### src/pts_pkg.sv
// Shared constants, result codes and controller/datapath interface types
// for the periodic task scheduler. No dependencies.
package pts_pkg;

   localparam int MAX_TASKS  = 16;
   localparam int TIME_BITS  = 32;
   localparam int TAG_BITS   = 16;
   localparam int KIND_BITS  = 3;
   localparam int SLOT_BITS  = (MAX_TASKS > 1) ? $clog2(MAX_TASKS) : 1;
   localparam int COUNT_BITS = $clog2(MAX_TASKS + 1);
   localparam int PORT_SLOT_BITS = 4;

   localparam logic FUNC_CREATE = 1'b0;
   localparam logic FUNC_TICK   = 1'b1;

   localparam logic [KIND_BITS-1:0] KIND_CREATED = 3'd0;
   localparam logic [KIND_BITS-1:0] KIND_FULL    = 3'd1;
   localparam logic [KIND_BITS-1:0] KIND_REPORT  = 3'd2;
   localparam logic [KIND_BITS-1:0] KIND_WRAP    = 3'd3;
   localparam logic [KIND_BITS-1:0] KIND_EMPTY   = 3'd4;

   typedef struct packed {
      logic                 latch;
      logic                 create;
      logic                 single;
      logic [KIND_BITS-1:0] kind;
      logic                 tick;
      logic                 walk_init;
      logic                 rd;
      logic                 report;
   } cmd_type;

   typedef struct packed {
      logic func;
      logic full;
      logic wrap;
      logic empty;
      logic walk_done;
      logic out_free;
   } status_type;

endpackage

### src/periodic_task_scheduler.sv
// Top level of the periodic task scheduler.
// Depends on pts_pkg, pts_ctrl and pts_datapath.
//
// The block takes one request word at a time and is busy until its last
// result word has been loaded into the output register. A create request,
// a tick that finds the timer wrapped and a tick on an empty table each
// pass from idle through the decide state, which loads their single result
// word. A tick on a table holding N tasks goes from the decide state
// through a read state and a report state for every task: one for the
// registered read of the task tables and one to form its report. The next
// request is accepted while the final result still waits in the output
// register. Stalls on the result side hold the decide and report states
// until the output register is free.
module periodic_task_scheduler import pts_pkg::*; (
   input  logic        clock,
   input  logic        reset,
   input  logic        req_valid,
   output logic        req_stall,
   input  logic        req_func,
   input  logic [31:0] req_now_time,
   input  logic [31:0] req_period,
   input  logic [15:0] req_task_tag,
   output logic        rsp_valid,
   input  logic        rsp_stall,
   output logic [2:0]  rsp_kind,
   output logic [3:0]  rsp_slot,
   output logic        rsp_run_now,
   output logic [31:0] rsp_elapsed,
   output logic [15:0] rsp_tag_out,
   output logic        rsp_last
);

   cmd_type    cmd;
   status_type status;

   pts_ctrl u_ctrl (
      .clock     (clock),
      .reset     (reset),
      .req_valid (req_valid),
      .req_stall (req_stall),
      .status    (status),
      .cmd       (cmd)
   );

   pts_datapath u_datapath (
      .clock        (clock),
      .reset        (reset),
      .cmd          (cmd),
      .status       (status),
      .req_func     (req_func),
      .req_now_time (req_now_time),
      .req_period   (req_period),
      .req_task_tag (req_task_tag),
      .rsp_valid    (rsp_valid),
      .rsp_stall    (rsp_stall),
      .rsp_kind     (rsp_kind),
      .rsp_slot     (rsp_slot),
      .rsp_run_now  (rsp_run_now),
      .rsp_elapsed  (rsp_elapsed),
      .rsp_tag_out  (rsp_tag_out),
      .rsp_last     (rsp_last)
   );

endmodule

### src/pts_ctrl.sv
// Sequencing state machine of the periodic task scheduler.
// Depends on pts_pkg; drives commands into pts_datapath.
module pts_ctrl import pts_pkg::*; (
   input  logic       clock,
   input  logic       reset,
   input  logic       req_valid,
   output logic       req_stall,
   input  status_type status,
   output cmd_type    cmd
);

   localparam logic [1:0] ST_IDLE   = 2'd0;
   localparam logic [1:0] ST_DECIDE = 2'd1;
   localparam logic [1:0] ST_READ   = 2'd2;
   localparam logic [1:0] ST_REPORT = 2'd3;

   logic [1:0] state_ff;
   logic [1:0] state_in;

   always_comb begin
      cmd      = '0;
      state_in = state_ff;
      unique case (state_ff)
         ST_IDLE: begin
            if (req_valid) begin
               cmd.latch = 1'b1;
               state_in  = ST_DECIDE;
            end
         end
         ST_DECIDE: begin
            if (status.func == FUNC_CREATE) begin
               if (status.out_free) begin
                  cmd.create = !status.full;
                  cmd.single = 1'b1;
                  cmd.kind   = status.full ? KIND_FULL : KIND_CREATED;
                  state_in   = ST_IDLE;
               end
            end else if (status.wrap || status.empty) begin
               if (status.out_free) begin
                  cmd.tick   = 1'b1;
                  cmd.single = 1'b1;
                  cmd.kind   = status.wrap ? KIND_WRAP : KIND_EMPTY;
                  state_in   = ST_IDLE;
               end
            end else begin
               cmd.tick      = 1'b1;
               cmd.walk_init = 1'b1;
               state_in      = ST_READ;
            end
         end
         ST_READ: begin
            cmd.rd   = 1'b1;
            state_in = ST_REPORT;
         end
         ST_REPORT: begin
            if (status.out_free) begin
               cmd.report = 1'b1;
               state_in   = status.walk_done ? ST_IDLE : ST_READ;
            end
         end
         default: begin
            state_in = ST_IDLE;
         end
      endcase
   end

   always_ff @(posedge clock) begin
      if (reset) begin
         state_ff <= ST_IDLE;
      end else begin
         state_ff <= state_in;
      end
   end

   assign req_stall = (state_ff != ST_IDLE);

endmodule

### src/pts_datapath.sv
// Task tables, timer registers, walk index and result register of the
// periodic task scheduler. Depends on pts_pkg; commanded by pts_ctrl.
module pts_datapath import pts_pkg::*; (
   input  logic                      clock,
   input  logic                      reset,
   input  cmd_type                   cmd,
   output status_type                status,
   input  logic                      req_func,
   input  logic [31:0]               req_now_time,
   input  logic [31:0]               req_period,
   input  logic [15:0]               req_task_tag,
   output logic                      rsp_valid,
   input  logic                      rsp_stall,
   output logic [2:0]                rsp_kind,
   output logic [3:0]                rsp_slot,
   output logic                      rsp_run_now,
   output logic [31:0]               rsp_elapsed,
   output logic [15:0]               rsp_tag_out,
   output logic                      rsp_last
);

   logic [TIME_BITS-1:0] period_mem [MAX_TASKS];
   logic [TIME_BITS-1:0] last_mem   [MAX_TASKS];
   logic [TAG_BITS-1:0]  tag_mem    [MAX_TASKS];

   logic                  func_ff, func_in;
   logic [TIME_BITS-1:0]  now_ff, now_in;
   logic [TIME_BITS-1:0]  period_ff, period_in;
   logic [TAG_BITS-1:0]   tag_ff, tag_in;
   logic [COUNT_BITS-1:0] count_ff, count_in;
   logic [TIME_BITS-1:0]  prev_ff, prev_in;
   logic [SLOT_BITS-1:0]  idx_ff, idx_in;
   logic [TIME_BITS-1:0]  rd_period_ff;
   logic [TIME_BITS-1:0]  rd_last_ff;
   logic [TAG_BITS-1:0]   rd_tag_ff;

   logic                  rsp_valid_ff, rsp_valid_in;
   logic [KIND_BITS-1:0]  kind_ff, kind_in;
   logic [3:0]            slot_ff, slot_in;
   logic                  run_ff, run_in;
   logic [31:0]           elapsed_ff, elapsed_in;
   logic [15:0]           tag_out_ff, tag_out_in;
   logic                  last_ff, last_in;

   logic [SLOT_BITS-1:0]  count_slot;
   logic [COUNT_BITS-1:0] count_dec;
   logic [TIME_BITS-1:0]  elapsed_w;
   logic                  due_w;
   logic [SLOT_BITS-1:0]  last_waddr;
   logic                  last_we;

   assign count_slot = count_ff[SLOT_BITS-1:0];
   assign count_dec  = count_ff - COUNT_BITS'(1);
   assign elapsed_w  = now_ff - rd_last_ff;
   assign due_w      = (rd_period_ff == '0) || (elapsed_w > rd_period_ff);
   assign last_we    = cmd.create || (cmd.report && due_w);
   assign last_waddr = cmd.create ? count_slot : idx_ff;

   always_comb begin
      status.func      = func_ff;
      status.full      = (count_ff == COUNT_BITS'(MAX_TASKS));
      status.wrap      = (now_ff < prev_ff);
      status.empty     = (count_ff == '0);
      status.walk_done = (idx_ff == '0);
      status.out_free  = !rsp_valid_ff || !rsp_stall;
   end

   always_comb begin
      func_in   = cmd.latch ? req_func : func_ff;
      now_in    = cmd.latch ? req_now_time : now_ff;
      period_in = cmd.latch ? req_period : period_ff;
      tag_in    = cmd.latch ? req_task_tag : tag_ff;
      count_in  = cmd.create ? count_ff + COUNT_BITS'(1) : count_ff;
      prev_in   = cmd.tick ? now_ff : prev_ff;
      idx_in    = idx_ff;
      if (cmd.walk_init) begin
         idx_in = count_dec[SLOT_BITS-1:0];
      end else if (cmd.report) begin
         idx_in = idx_ff - SLOT_BITS'(1);
      end
   end

   always_comb begin
      kind_in      = kind_ff;
      slot_in      = slot_ff;
      run_in       = run_ff;
      elapsed_in   = elapsed_ff;
      tag_out_in   = tag_out_ff;
      last_in      = last_ff;
      rsp_valid_in = rsp_valid_ff && rsp_stall;
      if (cmd.report) begin
         rsp_valid_in = 1'b1;
         kind_in      = KIND_REPORT;
         slot_in      = PORT_SLOT_BITS'(idx_ff);
         run_in       = due_w;
         elapsed_in   = elapsed_w;
         tag_out_in   = rd_tag_ff;
         last_in      = (idx_ff == '0);
      end else if (cmd.single) begin
         rsp_valid_in = 1'b1;
         kind_in      = cmd.kind;
         slot_in      = (cmd.kind == KIND_CREATED) ? PORT_SLOT_BITS'(count_slot) : '0;
         run_in       = 1'b0;
         elapsed_in   = '0;
         tag_out_in   = '0;
         last_in      = 1'b1;
      end
   end

   always_ff @(posedge clock) begin
      if (cmd.create) begin
         period_mem[count_slot] <= period_ff;
         tag_mem[count_slot]    <= tag_ff;
      end
      if (last_we) begin
         last_mem[last_waddr] <= now_ff;
      end
      if (cmd.rd) begin
         rd_period_ff <= period_mem[idx_ff];
         rd_last_ff   <= last_mem[idx_ff];
         rd_tag_ff    <= tag_mem[idx_ff];
      end
   end

   always_ff @(posedge clock) begin
      func_ff    <= func_in;
      now_ff     <= now_in;
      period_ff  <= period_in;
      tag_ff     <= tag_in;
      idx_ff     <= idx_in;
      kind_ff    <= kind_in;
      slot_ff    <= slot_in;
      run_ff     <= run_in;
      elapsed_ff <= elapsed_in;
      tag_out_ff <= tag_out_in;
      last_ff    <= last_in;
   end

   always_ff @(posedge clock) begin
      if (reset) begin
         count_ff     <= '0;
         prev_ff      <= '0;
         rsp_valid_ff <= 1'b0;
      end else begin
         count_ff     <= count_in;
         prev_ff      <= prev_in;
         rsp_valid_ff <= rsp_valid_in;
      end
   end

   assign rsp_valid   = rsp_valid_ff;
   assign rsp_kind    = kind_ff;
   assign rsp_slot    = slot_ff;
   assign rsp_run_now = run_ff;
   assign rsp_elapsed = elapsed_ff;
   assign rsp_tag_out = tag_out_ff;
   assign rsp_last    = last_ff;

endmodule

### config.mk
export PLATFORM = sky130hd
export DESIGN_NAME = periodic_task_scheduler
export DESIGN_NICKNAME = d
export VERILOG_FILES = /design/src/pts_pkg.sv /design/src/periodic_task_scheduler.sv /design/src/pts_ctrl.sv /design/src/pts_datapath.sv
export SDC_FILE = /design/constraint.sdc
export NUM_CORES = 2
export LEC_CHECK = 0
export CORE_MARGIN = 5
export CORE_UTILIZATION = 61
export CTS_BUF_LIST = sky130_fd_sc_hd__clkbuf_2 sky130_fd_sc_hd__clkbuf_4 sky130_fd_sc_hd__clkbuf_8
export CTS_CLUSTER_DIAMETER = 50
export CTS_CLUSTER_SIZE = 14
export DETAILED_ROUTE_END_ITERATION = 10
export DONT_BUFFER_PORTS = 1
export PLACE_DENSITY_LB_ADDON = 0.05
export SLEW_MARGIN = 20
export SYNTH_ARGS = -nofsm -noshare
export SYNTH_HDL_FRONTEND = slang
export SYNTH_SLANG_ARGS = --single-unit
### constraint.sdc
create_clock -name clock -period 17.8 [get_ports clock]
set_input_delay 1.78 -clock clock [delete_from_list [all_inputs] [get_ports clock]]
set_output_delay 1.78 -clock clock [all_outputs]
set_load 0.03 [all_outputs]
==> flow_summary.html <==
<table>
<tr><th>Metric</th><th>Value</th></tr>
<tr><th colspan="2">CTS</th></tr>
<tr><td>Hold_buf cts</td><td>0</td></tr>
<tr><td>Clk_lat worst skew</td><td>0.86 ns</td></tr>
<tr><td>CTS root buf</td><td>clkbuf_8</td></tr>
<tr><td>Clock transition time at the flip-flop clock pins of the worst setup and hold paths</td><td>roughly 0.08 ns</td></tr>
<tr><td>Number of gates resized after CTS</td><td>0</td></tr>
<tr><td>Post-CTS Repair Setup Buffers</td><td>0</td></tr>
<tr><td>Clock tree from TritonCTS</td><td>built</td></tr>
<tr><td>Total clock buffers created by CTS</td><td>144</td></tr>
<tr><td>Sink count of the clock tree</td><td>approximately 1500</td></tr>
<tr><td>Maximum clock insertion buffer count</td><td>3</td></tr>
<tr><td>H-tree depth</td><td>4</td></tr>
<tr><th colspan="2">Route</th></tr>
<tr><td>Number of DRC violations after detailed routing</td><td>0</td></tr>
<tr><td>Detailed Route WL</td><td>~140000 um</td></tr>
<tr><td>Number of iterations in the first detailed-routing pass</td><td>7</td></tr>
<tr><td>ANT nets after route</td><td>0</td></tr>
<tr><td>Routed WL per cell</td><td>between 20 and 30 um</td></tr>
<tr><td>Detailed router's first-iteration violation count</td><td>about 3100</td></tr>
<tr><td>Routed via count</td><td>29800</td></tr>
<tr><td>Vias per cell</td><td>6.46</td></tr>
<tr><th colspan="2">Critical path</th></tr>
<tr><td>Critical path class</td><td>flip-flop to flip-flop</td></tr>
<tr><td>Worst flop-to-flop path endpoint</td><td>u_datapath.last_mem[14][5]</td></tr>
<tr><td>Reg2Reg Setup Slack</td><td>approximately 11 ns</td></tr>
<tr><td>Cell with the largest stage delay on the worst path</td><td>edfxtp_1</td></tr>
<tr><td>Worst-case reg-to-reg path depth</td><td>21</td></tr>
<tr><td>Longest individual stage delay on the worst path</td><td>0.62 ns</td></tr>
<tr><td>Peak fanout along the critical path</td><td>18</td></tr>
<tr><td>Kind of start point of the critical path</td><td>flip-flop</td></tr>
<tr><td>Required time worst endpoint</td><td>approximately 18 ns</td></tr>
<tr><td>Crit path DAT</td><td>~6.9 ns</td></tr>
<tr><td>Crit. End Element</td><td>flip-flop</td></tr>
<tr><td>R2r startpoint</td><td>u_datapath.now_ff[0]</td></tr>
<tr><td>Critical Path, Cell by Cell</td><td>inv_1, ha_1, inv_1, fa_1, a211oi_1, o21bai_1, o211ai_1, nand2_1, a221o_1, a221o_1, xor2_1, ha_1, nand4_1, nor4_1, o31ai_1, a21oi_1, buf_4, a21o_1, nand2_1, nor2_4, buf_4</td></tr>
<tr><th colspan="2">Layout</th></tr>
<tr><td>Post-layout net count</td><td>3419</td></tr>
<tr><td>Post-layout utilization of the core</td><td>66.3%</td></tr>
<tr><td>Final std cells w/o fill</td><td>roughly 4600</td></tr>
<tr><td>Signed area change from the synthesized netlist to the final layout</td><td>7.65%</td></tr>
<tr><td>Fraction of final layout cells with drive strength greater than 1</td><td>slightly below 20%</td></tr>
<tr><th colspan="2">Status</th></tr>
<tr><td>Status</td><td>complete, no violations</td></tr>
<tr><th colspan="2">STA</th></tr>
<tr><td>Number of pins with negative max-slew slack in the final report</td><td>0</td></tr>
<tr><td>Sum Neg Setup Slack</td><td>0 ns</td></tr>
<tr><td>Maximum clock skew at final layout</td><td>between 0.03 and 0.04 ns</td></tr>
<tr><td>Achievable clock frequency</td><td>roughly 0.16 GHz</td></tr>
<tr><td>Worst rel slew slack</td><td>approximately 28%</td></tr>
<tr><td>Count of final hold-check violations</td><td>0</td></tr>
<tr><td>Slew at the pin with the worst max-slew slack</td><td>1.08 ns</td></tr>
<tr><td>Total setup violations reported at the end of the flow</td><td>0</td></tr>
<tr><td>Setup repair after global routing missed its margin</td><td>no</td></tr>
<tr><td>Min Tclk post-route</td><td>6.43 ns</td></tr>
<tr><td>Final critical-path share of the clock period</td><td>a little over a third</td></tr>
<tr><th colspan="2">Power</th></tr>
<tr><td>Cell Pwr Density</td><td>98.5 mW/mm2</td></tr>
<tr><td>Largest vdd supply drop</td><td>roughly 0.070 mV</td></tr>
<tr><td>Standby leakage power</td><td>~22 nW</td></tr>
<tr><th colspan="2">Logic synthesis</th></tr>
<tr><td>Proportion of synthesized chip area in sequential cells</td><td>between 70% and 80%</td></tr>
<tr><td>FF+latch count, synth</td><td>around 1500</td></tr>
<tr><td>Syn Std Cell Area</td><td>about 0.06 mm2</td></tr>
<tr><td>Prevailing post-synth register cell</td><td>edfxtp_1</td></tr>
<tr><td>Top cells by area in the synthesized netlist</td><td>edfxtp_1 74%, mux4_2 10%, mux2i_1 2.6%, ha_1 2.0%, nor2_1 1.5%</td></tr>
<tr><td>Cell type contributing the most total cell area after synthesis</td><td>edfxtp_1</td></tr>
<tr><td>Area share of the largest cell type after synthesis</td><td>between 70% and 80%</td></tr>
<tr><td>Most instantiated cells after synthesis</td><td>1499 x edfxtp_1, 278 x mux4_2, 238 x nor2_1</td></tr>
<tr><td>Simple-gate share of the synthesized area</td><td>under 10%</td></tr>
<tr><td>Synthesized instance count</td><td>between 3000 and 4000</td></tr>
<tr><td>Fraction of synthesized area in multiplexers</td><td>between 10% and 20%</td></tr>
<tr><td>Average cell area after synthesis</td><td>19.3 um2</td></tr>
<tr><td>Syn_nets</td><td>between 3000 and 4000</td></tr>
<tr><td>Number of flops mapped to enable cells by yosys</td><td>approximately 1500</td></tr>
<tr><td>Count of unique library cells instantiated by Yosys</td><td>63</td></tr>
<tr><td>Complex-gate fraction of the synthesized area</td><td>3.50%</td></tr>
<tr><td>Number of warnings printed during yosys synthesis</td><td>0</td></tr>
<tr><td>Largest family of logic cells by synthesized area</td><td>multiplexers</td></tr>
<tr><td>Post-synthesis share of cell area spent on full adders, half adders and majority gates</td><td>2.07%</td></tr>
<tr><td>Cell with the most instances after synthesis</td><td>edfxtp_1</td></tr>
<tr><td>Post-synthesis share of cell area spent on xor and xnor gates</td><td>0.475%</td></tr>
<tr><td>Fraction of registers with async set or reset after synthesis</td><td>0%</td></tr>
<tr><th colspan="2">Die</th></tr>
<tr><td>Die area</td><td>0.106 mm2</td></tr>
<tr><td>Count of pins on the block boundary</td><td>about 140</td></tr>
<tr><td>Vertical die dimension</td><td>about 330 um</td></tr>
<tr><td>Chip Width</td><td>about 330 um</td></tr>
<tr><td>Total core area</td><td>~0.099 mm2</td></tr>
<tr><td>Rows</td><td>around 120</td></tr>
<tr><td>Initial core utilization</td><td>about three fifths</td></tr>
<tr><th colspan="2">Worst hold path</th></tr>
<tr><td>Hold path startpoint</td><td>u_datapath.prev_ff[27]</td></tr>
<tr><td>Hold worst-path end</td><td>u_datapath.prev_ff[27]</td></tr>
<tr><td>Worst Hold Depth</td><td>2</td></tr>
<tr><td>Worst hold path type</td><td>flip-flop to flip-flop</td></tr>
<tr><th colspan="2">Placed design</th></tr>
<tr><td>Number of cells in the design after placement</td><td>roughly 4400</td></tr>
<tr><td>Last weighted congestion value of the routability-driven placer</td><td>between 0.8 and 0.9</td></tr>
<tr><td>Post-detail-place hpwl</td><td>between 70000 and 80000 um</td></tr>
<tr><td>Port bufs</td><td>0</td></tr>
<tr><th colspan="2">Job</th></tr>
<tr><td>Max cap viols</td><td>0</td></tr>
<tr><th colspan="2">GRT</th></tr>
<tr><td>Wire length of the first global-routing pass</td><td>201000 um</td></tr>
<tr><td>Grt ovf</td><td>0</td></tr>
<tr><td>Pin count of the biggest net entering global routing</td><td>134</td></tr>
<tr><td>Initial antenna violation count</td><td>9</td></tr>
<tr><td>Via count of the first global-routing pass</td><td>30600</td></tr>
<tr><td>GRT Util Overall</td><td>around a quarter</td></tr>
</table>
==> cells by family (layout without fill, tap and decap cells) <==
kind of cell | after synthesis | after routing
and+or+nand+nor | 496 | 496
other | 0 | 5
adders and majority gates | 100 | 100
buffers and inverters | 253 | 427
muxes | 438 | 438
xor gates and xnor gates | 33 | 33
AOI/OAI and AO/OA | 289 | 289
DFF | 1542 | 1542
==> area by class of cell <==
cell class	instances	area, um2
well taps	1287	1610
repair buffers	79	618
flip-flops and latches	1542	45900
clock inverters	57	557
inverters	111	419
clock buffers	180	2280
fillers	6489	33300
multi-input cells	1356	14100
diodes	5	12.5
==> through the flow <==
stage,hold slack [ns],setup WS (ns),instance area (um2),power (W)
3_5_place_dp,0.468,11.44,62600,0.00440
2_1_floorplan,0.450,11.77,60800,0.00431
4_1_cts,0.481,11.41,65400,0.00649
3_3_place_gp,0.460,11.43,62600,0.00438
6_report,0.478,11.37,65400,0.00645
5_1_grt,0.507,11.03,65400,0.00667
==> worst max-delay path: cells and delay by family, from the launching register on <==
kind,cells,cell delay (ns)
flip-flops,1,0.62
AND/OR/NAND/NOR,5,1.65
adder cells (fa/ha/maj),3,0.89
XOR/XNOR,1,0.16
buffers and inverters,4,0.81
AO/OA/AOI/OAI,8,1.90
==> cells in the final DEF (no fill, tap or decap), drive strengths merged, types with 20 or more instances in the layout <==
master  instances
nand2b         68
and3           36
o21ai          21
o22ai          64
nand2          51
nor2          238
inv           122
a21o           20
a21oi          57
buf            79
xnor2          22
clkinv         24
clkbuf        180
mux2i         159
mux4          278
dfxtp          43
edfxtp       1499
ha             99
a221o          68
and2           34
==> worst max path at each step <==
stage                          from                     endpoint  slack, ns  cells past startpoint
6_report       u_datapath.now_ff[0]   u_datapath.last_mem[14][5]      11.37                     21
5_1_grt        u_datapath.now_ff[0]  u_datapath.last_mem[14][18]      11.03                     21
4_1_cts        u_datapath.now_ff[0]   u_datapath.last_mem[14][1]      11.41                     21
3_5_place_dp   u_datapath.now_ff[0]  u_datapath.last_mem[14][12]      11.44                     21
3_3_place_gp   u_datapath.now_ff[0]  u_datapath.last_mem[14][13]      11.43                     21
2_1_floorplan  u_datapath.now_ff[0]   u_datapath.last_mem[13][0]      11.77                     19
==> registers in the layout (all words and copies together) (netlist names), 2 cells and up <==
register / cells
u_datapath.prev_ff: 32
u_datapath.rd_period_ff: 32
u_datapath.period_mem: 512
u_datapath.now_ff: 32
u_datapath.count_ff: 5
u_datapath.rsp_elapsed: 32
u_datapath.rsp_slot: 4
u_datapath.last_mem: 512
u_datapath.period_ff: 32
u_datapath.rd_tag_ff: 16
u_datapath.rsp_kind: 3
u_datapath.tag_mem: 256
u_datapath.rd_last_ff: 32
u_datapath.idx_ff: 4
u_datapath.rsp_tag_out: 16
u_ctrl.state_ff: 2
u_datapath.tag_ff: 16
==> routing by layer <==
layer / share of wire [%] / GRT usage (%)
met1: 41 / 36.7
met2: 49 / 41.6
met3: 6.6 / 4.69
met4: 3.1 / 8.42
met5: 0.026 / 0
==> where the power goes <==
group          switching [W]  leakage [nW]  internal [W]  total (W)
registers          0.0000752          13.9       0.00403    0.00411
logic               0.000133          6.20     0.0000731   0.000206
clock network        0.00119          1.44      0.000947    0.00213
total                0.00139          21.5       0.00505    0.00645
Note: power is estimated with default switching activity, not from simulation.
